`src/atl_pkg.sv`:
```
// ----------------------------------------------------------------------------
// atl_pkg
// Shared widths, types and the arctangent table of the tilt angle block.
// ----------------------------------------------------------------------------
package atl_pkg;

   localparam int SAMPLE_BITS_DEF  = 16;
   localparam int CORDIC_STEPS_DEF = 20;

   localparam int FIELD_W  = 16;   // width of each raw sample field
   localparam int EXT_W    = 32;   // raw field zero-extended before the sign pick
   localparam int ROLL_W   = 16;
   localparam int PITCH_W  = 15;

   localparam int VEC_W    = 36;   // cordic vector components
   localparam int ACC_W    = 34;   // angle accumulator, 1/65536 centidegree
   localparam int N_W      = 64;   // radicand
   localparam int ROOT_W   = 32;
   localparam int REM_W    = ROOT_W + 2;
   localparam int SQRT_STEPS = N_W / 2;
   localparam int NUM_LANES  = 2;
   localparam int LANE_ROLL  = 0;
   localparam int LANE_PITCH = 1;
   localparam int TAB_SIZE   = 32;
   localparam int FRAC_SHIFT = 16;

   localparam logic signed [ACC_W-1:0] ANG_90     = ACC_W'(64'sd589824000);
   localparam logic signed [ACC_W-1:0] ROUND_HALF = ACC_W'(64'sd32768);
   localparam logic signed [ACC_W-1:0] ANG_MAX    = ACC_W'(64'sd18000);
   localparam logic signed [ACC_W-1:0] ANG_MIN    = -ACC_W'(64'sd18000);

   localparam logic signed [ACC_W-1:0] ATAN_TAB [TAB_SIZE] = '{
      34'sd294912000, 34'sd174096719, 34'sd91987925, 34'sd46694507,
      34'sd23437865,  34'sd11730358,  34'sd5866610,  34'sd2933484,
      34'sd1466764,   34'sd733385,    34'sd366693,   34'sd183346,
      34'sd91673,     34'sd45837,     34'sd22918,    34'sd11459,
      34'sd5730,      34'sd2865,      34'sd1432,     34'sd716,
      34'sd358,       34'sd179,       34'sd90,       34'sd45,
      34'sd22,        34'sd11,        34'sd6,        34'sd3,
      34'sd1,         34'sd1,         34'sd0,        34'sd0
   };

   typedef struct packed {
      logic signed [VEC_W-1:0] x;
      logic signed [VEC_W-1:0] y;
      logic signed [ACC_W-1:0] acc;
   } lane_type;

   typedef struct packed {
      logic neg_zero;    // roll: y zero and x negative
      logic roll_zero;   // roll: both arguments zero
      logic sq_zero;     // pitch: x and y both zero
      logic z_neg;
   } flags_type;

endpackage

```
`src/atl_sqrt_cell.sv`:
```
// ----------------------------------------------------------------------------
// atl_sqrt_cell
// One digit of a pipelined square root: two radicand bits in, one root bit out.
// ----------------------------------------------------------------------------
module atl_sqrt_cell import atl_pkg::*; #(
   parameter int PASS_W = 1
) (
   input  logic                clock,
   input  logic                reset,
   input  logic                in_valid,
   output logic                in_ready,
   input  logic [N_W-1:0]      in_n,
   input  logic [REM_W-1:0]    in_rem,
   input  logic [ROOT_W-1:0]   in_root,
   input  logic [PASS_W-1:0]   in_pass,
   output logic                out_valid,
   input  logic                out_ready,
   output logic [N_W-1:0]      out_n,
   output logic [REM_W-1:0]    out_rem,
   output logic [ROOT_W-1:0]   out_root,
   output logic [PASS_W-1:0]   out_pass
);

   logic              valid_ff;
   logic [N_W-1:0]    n_ff, n_in;
   logic [REM_W-1:0]  rem_ff, rem_in, rem_sh, trial;
   logic [ROOT_W-1:0] root_ff, root_in;
   logic [PASS_W-1:0] pass_ff;

   assign in_ready = !valid_ff || out_ready;

   always_comb begin
      rem_sh = {in_rem[REM_W-3:0], in_n[N_W-1 -: 2]};
      trial  = {in_root, 2'b01};
      n_in   = {in_n[N_W-3:0], 2'b00};
      if (rem_sh >= trial) begin
         rem_in  = rem_sh - trial;
         root_in = {in_root[ROOT_W-2:0], 1'b1};
      end else begin
         rem_in  = rem_sh;
         root_in = {in_root[ROOT_W-2:0], 1'b0};
      end
   end

   always_ff @(posedge clock) begin
      if (reset) begin
         valid_ff <= 1'b0;
      end else if (in_ready) begin
         valid_ff <= in_valid;
      end
   end

   always_ff @(posedge clock) begin
      if (in_ready) begin
         n_ff    <= n_in;
         rem_ff  <= rem_in;
         root_ff <= root_in;
         pass_ff <= in_pass;
      end
   end

   assign out_valid = valid_ff;
   assign out_n     = n_ff;
   assign out_rem   = rem_ff;
   assign out_root  = root_ff;
   assign out_pass  = pass_ff;

endmodule

```
`config.mk`:
```
export PLATFORM = sky130hd
export DESIGN_NAME = atl_sqrt_cell
export DESIGN_NICKNAME = d
export VERILOG_FILES = /design/src/atl_pkg.sv /design/src/atl_sqrt_cell.sv
export SDC_FILE = /design/constraint.sdc
export NUM_CORES = 1
export LEC_CHECK = 0
export BUFFER_PORTS_ARGS = -buffer_cell sky130_fd_sc_hd__buf_2
export CORE_UTILIZATION = 44
export DETAILED_ROUTE_END_ITERATION = 16
export PLACE_DENSITY_LB_ADDON = 0.15
export SYNTH_ARGS = -nofsm -noshare
export SYNTH_HDL_FRONTEND = slang
export SYNTH_SLANG_ARGS = --single-unit
```
`constraint.sdc`:
```
create_clock -name clock -period 3.5 [get_ports clock]
set_clock_uncertainty 0.1 [all_clocks]
set_input_delay 0 -clock clock [delete_from_list [all_inputs] [get_ports clock]]
set_output_delay 0 -clock clock [all_outputs]
set_load 0.01 [all_outputs]
```
==> After elaboration in Yosys (flattened, before gate mapping) <==
Index checks and enable logic that the tools add are counted.
{ "op_classes": {"addsub": 1, "magnitude_cmp": 1, "n_mux": 2, "n_reduce_logical": 2} }
{ "op_table": {"columns": ["cell", "n"], "rows": [
  ["34-bit greater-or-equal comparator", 1],
  ["34-bit 2-to-1 mux", 1],
  ["34-bit subtractor", 1],
  ["1-bit zero test", 1],
  ["1-bit logical OR", 1],
  ["1-bit 2-to-1 mux", 1]
]} }
{ "word_totals": {"reg_bits": 130, "out_inout_bits": 133} }

==> Longest topological paths before layout <==
Gate-level depths: netlist of run 1.
{ "depth": {"ltp_word": 2, "ltp_mapped": 13} }

==> Worst setup path before layout of run 1 <==
OpenSTA, ideal clock, no wires.
{ "synth_path": {"path_kind": "register to register", "startpoint": "register valid_ff (netlist: out_valid)", "endpoint": "register n_ff[10] (netlist: out_n[10]) (enable)", "setup_time_ps": 515, "t_arrival_ps": 3357, "setup_slack_ps": -472, "stages_incl_launch_ff": 2, "n_path_buf": 0, "synth_period_minus_slack_ps": 3972, "path_cell_list": "dfxtp_1 nand2b_1"} }
{ "synth_via": {"elab_chain_len": 2} }
{ "synth_rtl": {"columns": ["element", "line_no", "rtl"], "rows": [
  ["start: declaration", "atl_sqrt_cell.sv:24", "logic valid_ff;"],
  ["start signal: assignment", "atl_sqrt_cell.sv:49", "valid_ff <= in_valid;"],
  ["1-bit zero test", "atl_sqrt_cell.sv:30", "assign in_ready = !valid_ff || out_ready;"],
  ["1-bit logical OR", "atl_sqrt_cell.sv:30", null],
  ["net in_ready", "atl_sqrt_cell.sv:11", "output logic in_ready,"],
  ["end signal: assignment", "atl_sqrt_cell.sv:55", "n_ff <= n_in;"],
  ["end: declaration", "atl_sqrt_cell.sv:25", "logic [N_W-1:0] n_ff, n_in;"]
]} }
The timed path passes the listed nets, and every way through them passes these cells.
A chain may end at the register's enable or synchronous reset.

==> Worst setup path in the final report of run 1 <==
{ "layout_path": {"startpoint": "input port in_root[7]", "endpoint": "register rem_ff[29] (netlist: out_rem[29]) (data pin)"} }
{ "layout_via": {"elab_chain_len": 2, "elab_cells_between_ends": 3, "classes_between": "1 x add/sub; 1 x order compare; 1 x mux"} }
{ "layout_rtl": {"columns": ["element", "line_no", "rtl"], "rows": [
  ["start: declaration", "atl_sqrt_cell.sv:14", "input logic [ROOT_W-1:0] in_root,"],
  ["34-bit subtractor or 34-bit greater-or-equal comparator (tied branches)", "atl_sqrt_cell.sv:37, atl_sqrt_cell.sv:36", null],
  ["34-bit 2-to-1 mux *", "atl_sqrt_cell.sv:36", "if (rem_sh >= trial) begin"],
  ["net rem_in[29]", "atl_sqrt_cell.sv:26", "logic [REM_W-1:0] rem_ff, rem_in, rem_sh, trial;"],
  ["end signal: assignment", "atl_sqrt_cell.sv:56", "rem_ff <= rem_in;"],
  ["end: declaration", "atl_sqrt_cell.sv:26", null]
]} }
Mark *: on every way through the listed nets, which the timed path passes. The rest lies on a longest branch.

==> impl_metrics.yaml, run 1 <==
clocking:
  clkTransAtPathRegs_ns: 0.07
  cts.sinks: 130
  cts_setup_buffers: 0
  insertion_delay_ns: 0.41
  post_cts_resize_count: 0
  cts-root-buf: "clkbuf_16"
  cts_max_path_buffers: 2
  cts_hold_buf: 130
  cts_tree: "built"
  h-tree-depth: 4
  cts_buffers: 17
yosys:
  yosysWarnings: 0
  synthXorXnorAreaFrac_pct: 3.642
  yosysSeqAreaShare_pct: 59.96
  syn-cell-area_sq_mm: 0.006494
  synth_cell_types: 67
  synthArstFlopShare_pct: 0
  synthAdderAreaFrac_pct: 6.551
  netlist_instances: 491
  synth-seq-cells: 130
  syn_avg_cell_area_sq_um: 13.23
  synth_top_family_by_area: "compound AO/OA/AOI/OAI gates"
  post_synth_mux_area_share_pct: 5.356
  synth_edf_count: 129
  synth_flop_cell: "edfxtp_1"
  synth_simple_gate_area_share_pct: 8.112
  synth-compound-area-share_pct: 12.76
placed_design:
  gp_congestion: 0.8205
  dpl_cell_area_sq_mm: 0.008070
  hpwl_mm: 12.27
  dp_cells: 937
  port_buffers: 263
floorplan:
  fp.coreArea_sq_mm: 0.01448
  rows: 44
  fp.dieW_um: 123.5
  io_pins: 268
  start_util_pct: 44.85
  die_h_um: 123.5
  fp.dieArea_sq_mm: 0.01525
worst_setup_path:
  crit_chain: "dlygate4sd3_1, buf_2, inv_1, ha_1, nand3_1, nor4b_2, o31ai_2, a21oi_2, o21ai_4, a21boi_4, nor2_4, inv_2, buf_12, mux2_1"
  end_kind: "flip-flop"
  cpPeakStageDelay_ns: 0.54
  critPathRequiredTime_ns: 3.56
  critPathKind: "in2reg"
  cp_top_family: "buffers and inverters"
  cp_max_fo: 22
  cp.buffers_inverters: 5
  slowest_stage: "dlygate4sd3_1"
  start_kind: "input pin"
  arrival_ns: 3.29
timing:
  post-route-period-util_pct: 92.35
  rsz0062_at_grt: "false"
  fmax_ghz: 0.3094
  finalSetupViolCount: 0
  finalSetupTns_ns: 0
  slew_headroom_pct: 49.93
  finalHoldViolations: 0
  drv_slew: 0
  fin_crit_ns: 3.232
  hold_slack_ns: 0.1920
  worstMarginPinSlew_ns: 0.7321
detailed_routing:
  wirelength_mm: 18.10
  drt_iter0_markers: 298
  final_antenna_net_count: 0
  wire_per_inst_um: 16.47
  vias: 5475
  drcViolationCount: 0
  viasPerCell: 4.982
  dr.pass1.iters: 6
layout:
  final_cell_mix: "buf_2 (263), dlygate4sd3_1 (130), edfxtp_1 (129)"
  final_util_pct: 69.18
  num_antenna_cells: 0
  drive_gt1_share_pct: 37.70
  final_common_cell: "buf_2"
  fin_area_sq_mm: 0.01002
  instances_no_fill: 1099
  syn_to_final_growth_pct: 54.24
  nets: 1071
  fill_cells: 1040
status:
  status: "finished clean"
run:
  cap_violations: 0
grt:
  antenna_found_initial: 0
  grt_pass1_wl_mm: 26.48
  grt_start_max_net_pins: 73
  grtUsageTotal_pct: 23.22
  grt_pass1_vias: 5484
  gr-total-overflow: 0
hold_path:
  min_path_type: "in2reg"
power:
  ir_drop_v: 0.0003480
  power_density_mw_per_mm2: 486.7
  p_leak_uw: 0.004574
==> synth_stat cells (3+ instances only) <==
| cell type | count | area, sq um |
|---|---|---|
| a31oi_1 | 4 | 25.02 |
| nand3_1 | 12 | 60.06 |
| nand2b_1 | 5 | 31.28 |
| edfxtp_1 | 129 | 3874 |
| ha_1 | 34 | 425.4 |
| a211oi_1 | 4 | 30.03 |
| nand2_1 | 23 | 86.33 |
| nand4_1 | 4 | 25.02 |
| mux2_4 | 21 | 315.3 |
| xor2_1 | 11 | 96.34 |
| a31o_2 | 3 | 26.28 |
| inv_1 | 41 | 153.9 |
| and3_1 | 8 | 50.05 |
| xnor2_1 | 16 | 140.1 |
| o31ai_1 | 3 | 22.52 |
| o21a_1 | 6 | 45.04 |
| nor2_1 | 19 | 71.32 |
| buf_6 | 3 | 33.78 |
| nor3_1 | 12 | 60.06 |
| a21oi_1 | 39 | 195.2 |
| clkbuf_1 | 4 | 15.01 |
| a21o_1 | 15 | 112.6 |
| o21ai_0 | 21 | 105.1 |
==> registers in the layout (all words and copies together), names as in the netlist <==
| register | flops |
|---|---|
| out_valid | 1 |
| out_n | 62 |
| out_root | 32 |
| out_rem | 34 |
| out_pass | 1 |
==> stage by stage <==
| step | setup slack (ns) | total power [uW] |
|---|---|---|
| after floorplan | 1.022 | 2505 |
| after global placement | 0.4761 | 2827 |
| after detailed placement | 0.3782 | 2842 |
| after CTS | 0.2501 | 4907 |
| after global routing | 0.04155 | 5076 |
| final | 0.2677 | 4875 |
==> cell type report <==
type	instances	area, sq um	share of cell area, %
Tap cell	184	230.2	2.299
Clock buffer	17	425.4	4.247
Sequential cell	130	3894	38.88
Inverter	42	157.7	1.574
Clock inverter	15	219.0	2.186
Multi-Input combinational cell	309	2380	23.76
Timing Repair Buffer	402	2710	27.06
==> per-layer routing <==
layer	vias up	wire [um]	global-route usage (%)
met5	-	0	0
met1	2602	7194	25.72
met4	0	306	8.660
met3	21	1023	4.935
li1	2675	-	-
met2	177	9576	43.23
==> kinds of logic after synthesis <==
family,Yosys count
compound gates,122
xor+xnor,27
simple gates,100
fa+ha+maj,34
other cells,1
flops,130
buf+inv,53
mux,24
==> final timing paths <==
path / start / end / slack (ns) / cells past startpoint
setup / recovery: in_root[7] / out_rem[29] / 0.27 / 14
setup reg to reg: out_valid / out_valid / 1.90 / 3
hold / removal: in_n[27] / out_n[29] / 0.19 / 2
hold reg to reg: out_valid / out_n[52] / 0.82 / 1
==> power by group <==
part           internal (uW)  total (uW)  switching, uW
Combinational            495        1000            507
Clock                   1220        1940            726
Sequential              1890        1930           39.1
No activity file was read; power rests on OpenSTA's default activity.
==> run 2: changes to the inputs <==
Settings changed: BUFFER_PORTS_ARGS -buffer_cell sky130_fd_sc_hd__buf_2 to -buffer_cell sky130_fd_sc_hd__buf_4, GPL_TIMING_DRIVEN set to 0, SETUP_SLACK_MARGIN set to 0.2.
==> run 2 against run 1 <==
Global-route usage up 2.6 points. Flip-flop and latch count unchanged. Largest power group is now registers. Largest cell class unchanged. Clock-buffer cell count unchanged. Critical path type unchanged.
==> impl_metrics.yaml, run 2 (synthesis results as in run 1) <==
layout:
  fill_cells: 932
  final_common_cell: "buf_4"
  instances_no_fill: 1106
  num_antenna_cells: 0
  largest_reg_flops: 62
  drive_gt1_share_pct: 37.96
  nets: 1078
  fin_area_sq_mm: 0.01068
  final_cell_mix: "buf_4 (268), dlygate4sd3_1 (130), edfxtp_1 (129)"
  syn_to_final_growth_pct: 64.53
placed_design:
  port_buffers: 263
  dpl_cell_area_sq_mm: 0.008757
  dp_worst_setup_slack_ns: 0.3710
  gp_congestion: 0.8492
  dp_cells: 941
  hpwl_mm: 12.99
worst_setup_path:
  arrival_ns: 3.23
  r2r_slack_ns: 1.50
  start_kind: "input pin"
  end_kind: "flip-flop"
  critPathRequiredTime_ns: 3.57
  critPathKind: "in2reg"
  ff2ff_path_depth: 4
  cp_max_fo: 10
floorplan:
  die_h_um: 123.5
  start_util_pct: 44.85
  fp.dieArea_sq_mm: 0.01525
  io_pins: 268
  fp.dieW_um: 123.5
  fp.coreArea_sq_mm: 0.01448
  rows: 44
power:
  power_density_mw_per_mm2: 453.6
  seqPwrFrac_pct: 40.1
  ir_drop_v: 0.0002808
  p_sw_share_pct: 26.55
  p_leak_uw: 0.004803
  design_power_total_uw: 4847
  p_clk_share_pct: 36.4
  combPwrFrac_pct: 23.6
  p_sw_uw: 1287
  p_int_uw: 3560
grt:
  grt_use_met1_pct: 28.22
  grtUsageMet3_pct: 6.827
  antenna_found_initial: 0
  busiest_layer: "met2"
  gr-total-overflow: 0
  grt_start_max_net_pins: 54
  grt_pass1_vias: 5662
  grt_pass1_wl_mm: 28.92
  met2_usage_pct: 48.50
  grtUsageTotal_pct: 25.81
run:
  cap_violations: 0
detailed_routing:
  dr.pass1.iters: 6
  vias: 5598
  wire_per_inst_um: 18.02
  final_antenna_net_count: 0
  drcViolationCount: 0
  wirelength_mm: 19.93
  drt_iter0_markers: 354
  viasPerCell: 5.061
clocking:
  cts_max_path_buffers: 2
  insertion_delay_ns: 0.41
  h-tree-depth: 4
  cts.sinks: 130
  cts_tree: "built"
  cts-root-buf: "clkbuf_16"
  clkTransAtPathRegs_ns: 0.06
  cts_buffers: 17
timing:
  drv_slew: 0
  finalHoldViolations: 0
  setup_slack_ns: 0.3366
  worstMarginPinSlew_ns: 0.6848
  fmax_ghz: 0.3161
  fin_crit_ns: 3.163
  finalSetupViolCount: 0
  rsz0062_at_grt: "false"
  finalSetupTns_ns: 0
  slew_headroom_pct: 53.16
  post-route-period-util_pct: 90.38
hold_path:
  min_path_type: "in2reg"
  holdPathStages: 2
status:
  status: "finished clean"
-- run 2: cell types whose count changed in the layout (fill, tap and decap cells not counted), moves of 2 or more --
| cell | delta |
|---|---|
| buf_6 | +3 |
| bufinv_16 | -2 |
| inv_6 | -4 |
| clkinv_1 | +2 |
| clkbuf_1 | +4 |
| buf_4 | +261 |
| clkinv_4 | +4 |
| buf_2 | -261 |
-- run 2: power by group through the flow --
stage               registers [uW]  clock network, uW  logic (uW)
floorplan                     2050                  0         454
global placement              1970                  0         982
detailed placement            1970                  0        1000
CTS                           1940               1790        1130
global route                  1960               1850        1230
finish                        1940               1760        1140
-- run 2: layout make-up --
class / count / area (sq um) / share of cell area [%]
sequential: 130 / 3894 / 36.44
timing repair buffer: 398 / 3346 / 31.32
multi-input combinational: 309 / 2397 / 22.44
clock buffer: 17 / 425.4 / 3.982
tap: 184 / 230.2 / 2.155
clock inverter: 15 / 160.2 / 1.499
inverter: 42 / 157.7 / 1.476
buffer: 11 / 73.82 / 0.6909
-- run 2: repair_timing --
action / 4_1_cts / 5_1_grt
gates resized for setup: 0 / 4
hold buffers: 130 / 0
buffers inserted: 0 / 3
hold endpoints to repair: 129 / 0
setup endpoints to repair: 0 / 23
-- run 2: worst paths after layout --
| kind | end | startpoint |
|---|---|---|
| min reg2reg | out_n[39] | out_valid |
| max reg2reg | out_valid | out_valid |
| min | out_n[25] | in_n[23] |
| max | out_rem[22] | in_rem[0] |
-- run 2: worst max-delay path, stage by stage --
cell and delay [ns]:
dlygate4sd3_1 0.56, buf_4 0.15, ha_1 0.33, nor2b_1 0.16
o31a_1 0.28, o31ai_2 0.37, a21oi_2 0.17, o21ai_4 0.26
a21boi_4 0.11, nor2_4 0.23, inv_2 0.09, buf_6 0.18
mux2_4 0.31
-- run 2: per-stage QoR --
| step | hold slack, ns | util [%] |
|---|---|---|
| 3_3_place_gp | 0.05473 | 60.12 |
| 3_5_place_dp | 0.05686 | 60.48 |
| 2_1_floorplan | -0.03093 | - |
| 5_1_grt | 0.1935 | 73.79 |
| 4_1_cts | 0.1733 | 73.51 |
| 6_report | 0.1962 | 73.79 |
-- run 2: layer usage --
layer / up-vias / part of all wire [%]
met5: - / 0
met4: 0 / 1.4
met3: 21 / 7.5
met2: 217 / 53
met1: 2665 / 38
li1: 2695 / -
