===== config.mk =====
export PLATFORM = sky130hd
export DESIGN_NAME = atl_cordic_cell
export DESIGN_NICKNAME = d
export VERILOG_FILES = /design/src/atl_pkg.sv /design/src/atl_cordic_cell.sv
export SDC_FILE = /design/constraint.sdc
export NUM_CORES = 1
export LEC_CHECK = 0
export ABC_AREA = 1
export BUFFER_PORTS_ARGS = -buffer_cell sky130_fd_sc_hd__buf_2
export CAP_MARGIN = 20
export CORE_UTILIZATION = 51
export DETAILED_ROUTE_END_ITERATION = 6
export PLACE_DENSITY = 0.71
export SYNTH_ARGS = -nofsm -noshare
export SYNTH_HDL_FRONTEND = slang
export SYNTH_SLANG_ARGS = --single-unit

===== constraint.sdc =====
create_clock -name clock -period 8.8 [get_ports clock]
set_input_delay 1.76 -clock clock [delete_from_list [all_inputs] [get_ports clock]]
set_output_delay 1.76 -clock clock [all_outputs]
set_load 0.02 [all_outputs]

===== src/atl_pkg.sv =====
// ----------------------------------------------------------------------------
// atl_pkg
// Shared widths, types and the arctangent table of the tilt angle block.
// ----------------------------------------------------------------------------
package atl_pkg;

   localparam int SAMPLE_BITS_DEF  = 16;
   localparam int CORDIC_STEPS_DEF = 20;

   localparam int FIELD_W  = 16;   // width of each raw sample field
   localparam int EXT_W    = 32;   // raw field zero-extended before the sign pick
   localparam int ROLL_W   = 16;
   localparam int PITCH_W  = 15;

   localparam int VEC_W    = 36;   // cordic vector components
   localparam int ACC_W    = 34;   // angle accumulator, 1/65536 centidegree
   localparam int N_W      = 64;   // radicand
   localparam int ROOT_W   = 32;
   localparam int REM_W    = ROOT_W + 2;
   localparam int SQRT_STEPS = N_W / 2;
   localparam int NUM_LANES  = 2;
   localparam int LANE_ROLL  = 0;
   localparam int LANE_PITCH = 1;
   localparam int TAB_SIZE   = 32;
   localparam int FRAC_SHIFT = 16;

   localparam logic signed [ACC_W-1:0] ANG_90     = ACC_W'(64'sd589824000);
   localparam logic signed [ACC_W-1:0] ROUND_HALF = ACC_W'(64'sd32768);
   localparam logic signed [ACC_W-1:0] ANG_MAX    = ACC_W'(64'sd18000);
   localparam logic signed [ACC_W-1:0] ANG_MIN    = -ACC_W'(64'sd18000);

   localparam logic signed [ACC_W-1:0] ATAN_TAB [TAB_SIZE] = '{
      34'sd294912000, 34'sd174096719, 34'sd91987925, 34'sd46694507,
      34'sd23437865,  34'sd11730358,  34'sd5866610,  34'sd2933484,
      34'sd1466764,   34'sd733385,    34'sd366693,   34'sd183346,
      34'sd91673,     34'sd45837,     34'sd22918,    34'sd11459,
      34'sd5730,      34'sd2865,      34'sd1432,     34'sd716,
      34'sd358,       34'sd179,       34'sd90,       34'sd45,
      34'sd22,        34'sd11,        34'sd6,        34'sd3,
      34'sd1,         34'sd1,         34'sd0,        34'sd0
   };

   typedef struct packed {
      logic signed [VEC_W-1:0] x;
      logic signed [VEC_W-1:0] y;
      logic signed [ACC_W-1:0] acc;
   } lane_type;

   typedef struct packed {
      logic neg_zero;    // roll: y zero and x negative
      logic roll_zero;   // roll: both arguments zero
      logic sq_zero;     // pitch: x and y both zero
      logic z_neg;
   } flags_type;

endpackage


===== src/atl_cordic_cell.sv =====
// ----------------------------------------------------------------------------
// atl_cordic_cell
// One vectoring cordic iteration on the roll and pitch lanes side by side.
// ----------------------------------------------------------------------------
module atl_cordic_cell import atl_pkg::*; #(
   parameter int STEP   = 0,
   parameter int PASS_W = 1
) (
   input  logic              clock,
   input  logic              reset,
   input  logic              in_valid,
   output logic              in_ready,
   input  lane_type          in_lane [NUM_LANES],
   input  logic [PASS_W-1:0] in_pass,
   output logic              out_valid,
   input  logic              out_ready,
   output lane_type          out_lane [NUM_LANES],
   output logic [PASS_W-1:0] out_pass
);

   logic              valid_ff;
   lane_type          lane_ff [NUM_LANES];
   lane_type          lane_in [NUM_LANES];
   logic [PASS_W-1:0] pass_ff;

   assign in_ready = !valid_ff || out_ready;

   always_comb begin
      for (int l = 0; l < NUM_LANES; l++) begin
         if (in_lane[l].y > 0) begin
            lane_in[l].x   = in_lane[l].x + (in_lane[l].y >>> STEP);
            lane_in[l].y   = in_lane[l].y - (in_lane[l].x >>> STEP);
            lane_in[l].acc = in_lane[l].acc + ATAN_TAB[STEP];
         end else begin
            lane_in[l].x   = in_lane[l].x - (in_lane[l].y >>> STEP);
            lane_in[l].y   = in_lane[l].y + (in_lane[l].x >>> STEP);
            lane_in[l].acc = in_lane[l].acc - ATAN_TAB[STEP];
         end
      end
   end

   always_ff @(posedge clock) begin
      if (reset) begin
         valid_ff <= 1'b0;
      end else if (in_ready) begin
         valid_ff <= in_valid;
      end
   end

   always_ff @(posedge clock) begin
      if (in_ready) begin
         lane_ff <= lane_in;
         pass_ff <= in_pass;
      end
   end

   assign out_valid = valid_ff;
   assign out_lane  = lane_ff;
   assign out_pass  = pass_ff;

endmodule

## After elaboration in Yosys (flattened, before gate mapping)

Index checks and enable logic that the tools add are counted.

| storage, ports and cells | value |
|---|---|
| register bits | 214 |
| bits of input ports | 217 |
| output and inout port bits | 215 |
| word-level logic and storage cells | 24 |

| operators by class | value |
|---|---|
| add/sub/neg operators | 10 |
| magnitude comparators | 2 |
| muxes and demuxes | 2 |
| reduce and logical (&&, ||, !) cells | 2 |

Operators by type and width:

| kind | number |
|---|---|
| 106-bit 2-to-1 mux | 2 |
| 36-bit subtractor | 4 |
| 36-bit adder | 2 |
| 36-bit by 1-bit greater-than comparator with 1-bit output, second input constant | 2 |
| 34-bit by 30-bit adder with 34-bit output, second input constant | 2 |
| 34-bit by 30-bit subtractor with 34-bit output, second input constant | 2 |
| 1-bit logical NOT | 1 |
| 1-bit logical OR | 1 |

## Depth between registers and ports, before layout

Gate-level depths: netlist (run 1).

| depth | value |
|---|---|
| word-level depth | 2 |
| gate-level depth with buffers | 19 |
| mapped depth without buffers | 17 |

## Least setup slack after synthesis (run 1)

Ideal clock, no wire load.

| timing path | value |
|---|---|
| path type | input to output |
| start | input out_ready |
| end | output in_ready |
| arrival | 6.368 ns |
| setup slack | 0.672 ns |
| cell stages on the path | 2 |
| path buffers | 0 |
| cells stage by stage | inv_1 nand2_1 |

| on the way | value |
|---|---|
| longest elaborated chain between the ends | 1 |

Ends and longest elaborated chain:

| element | line | text |
|---|---|---|
| from (decl) | atl_cordic_cell.sv:16 | `input logic out_ready,` |
| 1-bit logical OR | atl_cordic_cell.sv:26 | `assign in_ready = !valid_ff \|\| out_ready;` |
| to (decl) | atl_cordic_cell.sv:12 | `output logic in_ready,` |

No other way between the ends.

==> results.json, run 1 <==
{
  "final_common_cell": "nand2_1",
  "hold_class": "flop to flop",
  "reg2reg_slack_ns": 6.94,
  "tritoncts": "yes",
  "die_h_um": 215,
  "areaGrowthSynthToFinish_pct": 13.8,
  "worst-r2r-cell-count": 2,
  "synth.top_cell.area_share_pct": 27.4,
  "critPathKind": "input pin to flop",
  "worst_ep_arrival_time_ns": 5.24,
  "worst_ir_drop_vdd_mv": 0.132,
  "synth_top_cells_by_area": "edfxtp_1, nand2_1, ha_1, inv_1, nand3_1",
  "gp_congestion": 1.04,
  "maxCapViolations": 0,
  "grt_util_all_layers_pct": 35.4,
  "cts_resized": 0,
  "drt-vias-per-instance": 5.51,
  "yosys_register_bits": 212,
  "antenna_found_initial": 2,
  "failed_checks": "design-rule violations",
  "post_drt_wl_per_cell_um": 19.0,
  "drc": 1,
  "whs_endpoint": "out_lane[16]$_DFFE_PP_",
  "yosys_warnings": 0,
  "min-delay-start": "out_valid$_SDFFE_PP0P_",
  "ant_nets": 0,
  "power_w": 0.00416,
  "area_of_combinational_cells_with_multiple_inputs_um2": 14300,
  "worst_setup_path_end_kind": "flop",
  "max_slew_margin_pct": 36.7,
  "htree_levels": 1,
  "fin_setup_tns_ns": 0,
  "total_leakage_power_nw": 13.6,
  "global_route.overflow_total": 0,
  "finalMaxSlewViolations": 0,
  "drive_gt1_share_pct": 13.4,
  "clock_sinks": 212,
  "worst_hold_path.num_cells": 1,
  "sw_frac_of_total_pct": 41.0,
  "leading_cell_types_in_the_layout_fill_and_taps_excluded": "nand2_1, inv_1, buf_2, nand3_1, nor2_1",
  "final_min_period_over_clock_period_pct": 56.2,
  "seq_power_share_pct": 33.0,
  "detailedRoute.firstIterationViolations": 2184,
  "rr_endpoint": "out_lane[139]$_DFFE_PP_",
  "power_density_nw_per_um2": 158,
  "root_buffer_master": "clkbuf_16",
  "pre_cts_slack_ns": 3.41,
  "nFillCells": 4435,
  "net-switching-power_w": 0.00170,
  "stdcell_count": 4438,
  "start_util_pct": 52.0,
  "clk_path_buf_depth": 3,
  "rsz_0062_raised_after_global_routing": "no",
  "final-seq-area_um2": 6360,
  "netlist-cell-type-count": 43,
  "clkTransAtPathRegs_ns": 0.06,
  "crit_start_category": "input pin",
  "run_status": "complete, but fails checks",
  "syn-cell-area_um2": 23100,
  "nets": 4290,
  "hpwl_dp_um": 70200,
  "detailedRoute.firstPassIterationCount": 7,
  "worst_ep_required_time_ns": 9.10,
  "report.final.setup_viol": 0,
  "dp.cells": 4392,
  "numCtsBuffers": 25,
  "achievable-frequency_ghz": 0.202,
  "numPortBuffers": 431,
  "first_pass_grt_wire_length_um": 127000,
  "synth-seq-area-share_pct": 27.5,
  "grt_max_degree": 83,
  "syn_nets": 3921,
  "core-area_um2": 44400,
  "rows": 77,
  "clockPowerShare_pct": 25.4,
  "finClkSkew_ns": 0.0262,
  "layout_min_cycle_time_ns": 4.94,
  "power.share.combinational_pct": 41.6,
  "synthesis.instances": 3458,
  "final_hold_vios": 0,
  "die-width_um": 215,
  "area_enclosed_by_the_die_boundary_um2": 46200,
  "cts_hold_repair.buffers": 0,
  "detailroute.via_count": 24465,
  "io-pin-count": 432,
  "least_margin_pin_slew_ns": 0.949,
  "postLayoutSetupSlackWorst_ns": 3.86,
  "worst_r2r_startpoint": "out_valid$_SDFFE_PP0P_",
  "power_report.internal_total_w": 0.00245,
  "post-cts-setup-buffer-count": 0,
  "wire_length_after_detailed_routing_um": 84300,
  "netlist.top_cell.by_area": "edfxtp_1",
  "avgSynthCellArea_um2": 6.68,
  "vias_in_the_first_global_route": 23039,
  "worst-path-max-fanout": 34,
  "clock_latency_on_the_worst_skew_pair_ns": 0.57
}
==> worst max-delay path by stage <==
| stage | start | cells past startpoint | endpoint |
|---|---|---|---|
| after floorplan | out_ready | 2 | in_ready |
| after global placement | in_lane[63] | 14 | out_lane[30]$_DFFE_PP_ |
| after detailed placement | in_lane[49] | 14 | out_lane[30]$_DFFE_PP_ |
| after CTS | in_lane[54] | 14 | out_lane[30]$_DFFE_PP_ |
| after global routing | in_lane[54] | 17 | out_lane[31]$_DFFE_PP_ |
| final | in_lane[54] | 14 | out_lane[30]$_DFFE_PP_ |
==> cell families (layout without fill, tap and decap cells) <==
logic type	after synthesis	in the layout	share of synthesized area, %
compound gates	575	575	13.3
xor+xnor	108	108	4.12
fa+ha+maj	246	246	13.6
buf+inv	594	980	10.6
flops	212	212	27.5
other cells	0	2	0
simple gates	1723	1723	30.9
==> metal layers <==
metal	part of all wire [%]	GRT usage, %	up-vias	routed length (um)
met3	6.6	3.07	204	5580
li1	-	-	11974	-
met4	5.2	17.0	0	4390
met1	41	45.3	11231	34800
met2	47	60.3	1056	39600
met5	0	0	-	0
==> cell usage after synthesis, drive strengths merged <==
master  instances
o211ai          5
a211oi          1
xnor2          10
or2             7
nand4          26
nand3         321
o21ai         223
dfxtp           1
edfxtp        211
o21bai         33
a21oi         274
inv           498
nor3           44
nor4           12
xor2           98
fa              8
buf            85
and2            9
nand2         995
a21boi          9
clkbuf         11
o21a            3
nand3b          2
a31oi           9
a21o           18
ha            238
nor2          307
==> worst max-delay path, stage by stage <==
cell	delay [ns]
buf_2	0.12
nor2_1	0.24
nand4_1	0.17
nor3_1	0.30
nand3_1	0.20
nand2_2	0.61
inv_2	0.27
fa_1	0.47
o21ai_0	0.29
a21boi_0	0.24
o21bai_1	0.28
nand3_1	0.11
nand2_1	0.09
xor2_1	0.06
==> power by group through the flow <==
stage | sequential, W | combinational [W] | clock [W]
floorplan | 0.00161 | 0.000899 | 0
global placement | 0.00139 | 0.00169 | 0
detailed placement | 0.00139 | 0.00169 | 0
CTS | 0.00137 | 0.00170 | 0.00107
global route | 0.00138 | 0.00187 | 0.00111
finish | 0.00137 | 0.00173 | 0.00106
==> flip-flops by register name, summed over array words and instances (netlist names) <==
| register | cells |
|---|---|
| out_lane | 210 |
| out_valid | 1 |
| out_pass | 1 |
==> per-stage QoR <==
stage | utilization, % | instance area (um^2) | hold WS, ns
global route | 59.2 | 26300 | 0.912
detailed placement | 57.4 | 25500 | 0.859
floorplan | - | 23100 | 1.83
CTS | 59.2 | 26300 | 0.870
finish | 59.2 | 26300 | 0.849
global placement | 57.4 | 25500 | 0.855
==> area by class of cell <==
type	count	area share (%)
inverter	498	7.11
timing repair buffer	438	8.40
clock buffer	28	2.42
multi-input combinational	2652	54.4
clock inverter	16	0.699
tap	592	2.82
antenna	2	0.0190
sequential	212	24.2
Power figures use the tool's default switching activity.
==> run 2: changes to the inputs <==
--- a/config.mk
+++ b/config.mk
@@ -5,12 +5,12 @@
 export SDC_FILE = /design/constraint.sdc
 export NUM_CORES = 1
 export LEC_CHECK = 0
-export ABC_AREA = 1
+export ABC_AREA = 0
 export BUFFER_PORTS_ARGS = -buffer_cell sky130_fd_sc_hd__buf_2
 export CAP_MARGIN = 20
 export CORE_UTILIZATION = 51
 export DETAILED_ROUTE_END_ITERATION = 6
-export PLACE_DENSITY = 0.71
+export PLACE_DENSITY = 0.72
 export SYNTH_ARGS = -nofsm -noshare
 export SYNTH_HDL_FRONTEND = slang
 export SYNTH_SLANG_ARGS = --single-unit
==> constraint.sdc (replaced) <==
create_clock -name clock -period 4.8 [get_ports clock]
set_input_delay 0.96 -clock clock [delete_from_list [all_inputs] [get_ports clock]]
set_output_delay 0.96 -clock clock [all_outputs]
set_load 0.02 [all_outputs]
==> run 2 against run 1 <==
The flow now finishes without violations. Clock skew shrank 0.0084 ns. Sequential power up 92%. Clock-buffer cell count grew 1. Register-to-register slack worse by 4.0 ns. Combinational power is 80% higher. Via count shrank 14%. Synthesized area decreased by 11%. Critical path depth increased by 1. Die area down 11%. Setup slack got worse by 3.5 ns. Routed wire length fell by 6.7%. Worst hold slack got worse by 0.30 ns. Critical path type unchanged. Highest routed layer is now met5.
==> results.json, run 2 <==
{
  "synth-main-ff-cell": "edfxtp_1",
  "critPathKind": "input pin to flop",
  "netlist.top_cell.by_area": "edfxtp_1",
  "detailedRoute.firstPassIterationCount": 6,
  "cts_resized": 0,
  "start_util_pct": 51.8,
  "cts_hold_repair.buffers": 0,
  "finalMaxSlewViolations": 0,
  "netlist-cell-type-count": 79,
  "rsz_0062_raised_after_global_routing": "no",
  "avgSynthCellArea_um2": 8.50,
  "pre_cts_slack_ns": -0.147,
  "report.final.setup_viol": 0,
  "detailroute.via_count": 20928,
  "antenna_found_initial": 2,
  "detailedRoute.firstIterationViolations": 1977,
  "synth_top_cells_by_area": "edfxtp_1, ha_1, a21oi_1, xnor2_1, inv_1",
  "postLayoutSetupSlackWorst_ns": 0.402,
  "drc": 0,
  "numPortBuffers": 431,
  "yosys_warnings": 0,
  "die-width_um": 203,
  "syn-cell-area_um2": 20600,
  "post-cts-setup-buffer-count": 0,
  "worst-path-max-fanout": 7,
  "maxCapViolations": 0,
  "clock_sinks": 212,
  "nFillCells": 3480,
  "worst_ir_drop_vdd_mv": 0.315,
  "core-area_um2": 39800,
  "slowest_stage": "nor4_1",
  "antenna_cells": 0,
  "nets": 3330,
  "synth-seq-area-share_pct": 30.8,
  "final_common_cell": "buf_2",
  "least_margin_pin_slew_ns": 0.937,
  "power_w": 0.00796,
  "worst_ep_arrival_time_ns": 4.71,
  "tritoncts": "yes",
  "placement_cell_area_um2": 23700,
  "clock_latency_on_the_worst_skew_pair_ns": 0.57,
  "die_h_um": 203,
  "critical_path.cell_chain": "buf_2 > nor4_1 > nand4_1 > nor2_1 > a41o_2 > inv_2 > ha_1 > a21oi_1 > o21ai_0 > a21oi_1 > o21ai_0 > a221o_1 > or4_1 > a31oi_1 > xnor2_1",
  "max_slew_margin_pct": 37.5,
  "power_density_nw_per_um2": 323,
  "ant_nets": 0,
  "final_hold_vios": 0,
  "area_enclosed_by_the_die_boundary_um2": 41300,
  "clk_path_buf_depth": 3,
  "drive_gt1_share_pct": 20.2,
  "crit_start_category": "input pin",
  "first_pass_grt_wire_length_um": 118000,
  "layout_min_cycle_time_ns": 4.40,
  "global_route.overflow_total": 0,
  "finClkSkew_ns": 0.0178,
  "io-pin-count": 432,
  "hold_class": "input pin to flop",
  "synth.top_cell.area_share_pct": 30.7,
  "root_buffer_master": "clkbuf_16",
  "grt_max_degree": 131,
  "synthMostInstantiatedCell": "a21oi_1",
  "final_min_period_over_clock_period_pct": 91.6,
  "wire_length_after_detailed_routing_um": 78600,
  "clkTransAtPathRegs_ns": 0.06,
  "synth-edff-count": 211,
  "flip_flop_count_of_the_largest_register_after_layout": 210,
  "hpwl_dp_um": 63500,
  "most_numerous_cell_types_in_the_synthesized_netlist": "a21oi_1, inv_1, ha_1",
  "syn_nets": 2892,
  "run_status": "finished clean",
  "gp_congestion": 1.00,
  "htree_levels": 1,
  "fin_setup_tns_ns": 0,
  "final-seq-area_um2": 6360,
  "grt_util_all_layers_pct": 37.0,
  "postLayoutCellArea_um2": 24600,
  "worst_ep_required_time_ns": 5.11,
  "leading_cell_types_in_the_layout_fill_and_taps_excluded": "buf_2, a21oi_1, inv_1, ha_1",
  "rows": 73,
  "asyncSetResetFlopFracSynth_pct": 0,
  "areaGrowthSynthToFinish_pct": 19.3,
  "vias_in_the_first_global_route": 20109,
  "drt-vias-per-instance": 6.14,
  "numCtsBuffers": 25,
  "total_leakage_power_nw": 11.3,
  "critPathMaxStageDelay_ns": 0.43,
  "dp.cells": 3365,
  "post_drt_wl_per_cell_um": 23.0,
  "synthesis.instances": 2429,
  "stdcell_count": 3411,
  "area_of_combinational_cells_with_multiple_inputs_um2": 12900,
  "yosys_register_bits": 212,
  "achievable-frequency_ghz": 0.227,
  "worst_setup_path_end_kind": "flop"
}
==> run 2: changes by cell type after synthesis, moves of 31 or more <==
cell / previous run / this run
mux2i_1: 0 / 31
nand3_1: 321 / 38
xor2_1: 97 / 17
nand2_1: 990 / 131
clkbuf_1: 9 / 69
xnor2_1: 10 / 130
inv_1: 485 / 239
nor2_1: 300 / 211
o21ai_1: 34 / 1
a21o_1: 18 / 57
buf_4: 44 / 2
nor2b_1: 0 / 38
o21bai_1: 33 / 66
==> run 2: worst max-delay path: cells and delay by family <==
| kind | cells | cell delay [ns] |
|---|---|---|
| buffers and inverters | 2 | 0.27 |
| AND/OR/NAND/NOR | 4 | 1.49 |
| adder cells (fa/ha/maj) | 1 | 0.34 |
| XOR/XNOR | 1 | 0.11 |
| AO/OA/AOI/OAI | 7 | 1.53 |
==> run 2: path summary, 6_finish.rpt <==
| kind | start | end | slack [ns] | cells after the start |
|---|---|---|---|---|
| worst min-delay path | reset | out_valid$_SDFFE_PP0P_ | 0.55 | 2 |
| worst min register to register | out_valid$_SDFFE_PP0P_ | out_lane[76]$_DFFE_PP_ | 0.95 | 1 |
| worst max-delay path | in_lane[35] | out_lane[33]$_DFFE_PP_ | 0.40 | 15 |
| worst max register to register | out_valid$_SDFFE_PP0P_ | out_lane[183]$_DFFE_PP_ | 2.90 | 2 |
==> run 2: metal layers <==
layer	vias to the layer above	part of all wire [%]	GRT usage (%)
li1	9657	-	-
met1	9938	41	48.8
met2	1169	46	61.8
met3	160	8.7	5.27
met4	4	3.8	12.9
met5	-	0.041	0
==> run 2: kinds of logic after synthesis <==
kind of cell | share of synthesized area, %
AO/OA/AOI/OAI | 25.2
AND/OR/NAND/NOR | 14.5
buffers and inverters | 6.57
adder cells (fa/ha/maj) | 15.2
flip-flops | 30.8
XOR/XNOR | 6.24
multiplexers | 1.56
==> run 2: area by class of cell <==
type | count | share of cell area, %
Clock buffer | 29 | 2.60
Clock inverter | 17 | 1.27
Inverter | 250 | 3.81
Multi-Input combinational cell | 1867 | 52.6
Sequential cell | 212 | 25.8
Tap cell | 525 | 2.67
Timing Repair Buffer | 511 | 11.3
==> run 2: through the flow <==
step,hold WS (ns),util [%]
2_1_floorplan,1.03,-
3_3_place_gp,0.939,59.4
3_5_place_dp,0.963,59.4
4_1_cts,0.535,61.8
5_1_grt,0.538,61.8
6_report,0.549,61.8
==> run 2: where the power goes <==
| part | internal (W) | total, W | switching (W) |
|---|---|---|---|
| logic | 0.00107 | 0.00311 | 0.00203 |
| clock network | 0.00140 | 0.00223 | 0.000832 |
| registers | 0.00249 | 0.00263 | 0.000139 |
| total | 0.00496 | 0.00796 | 0.00300 |
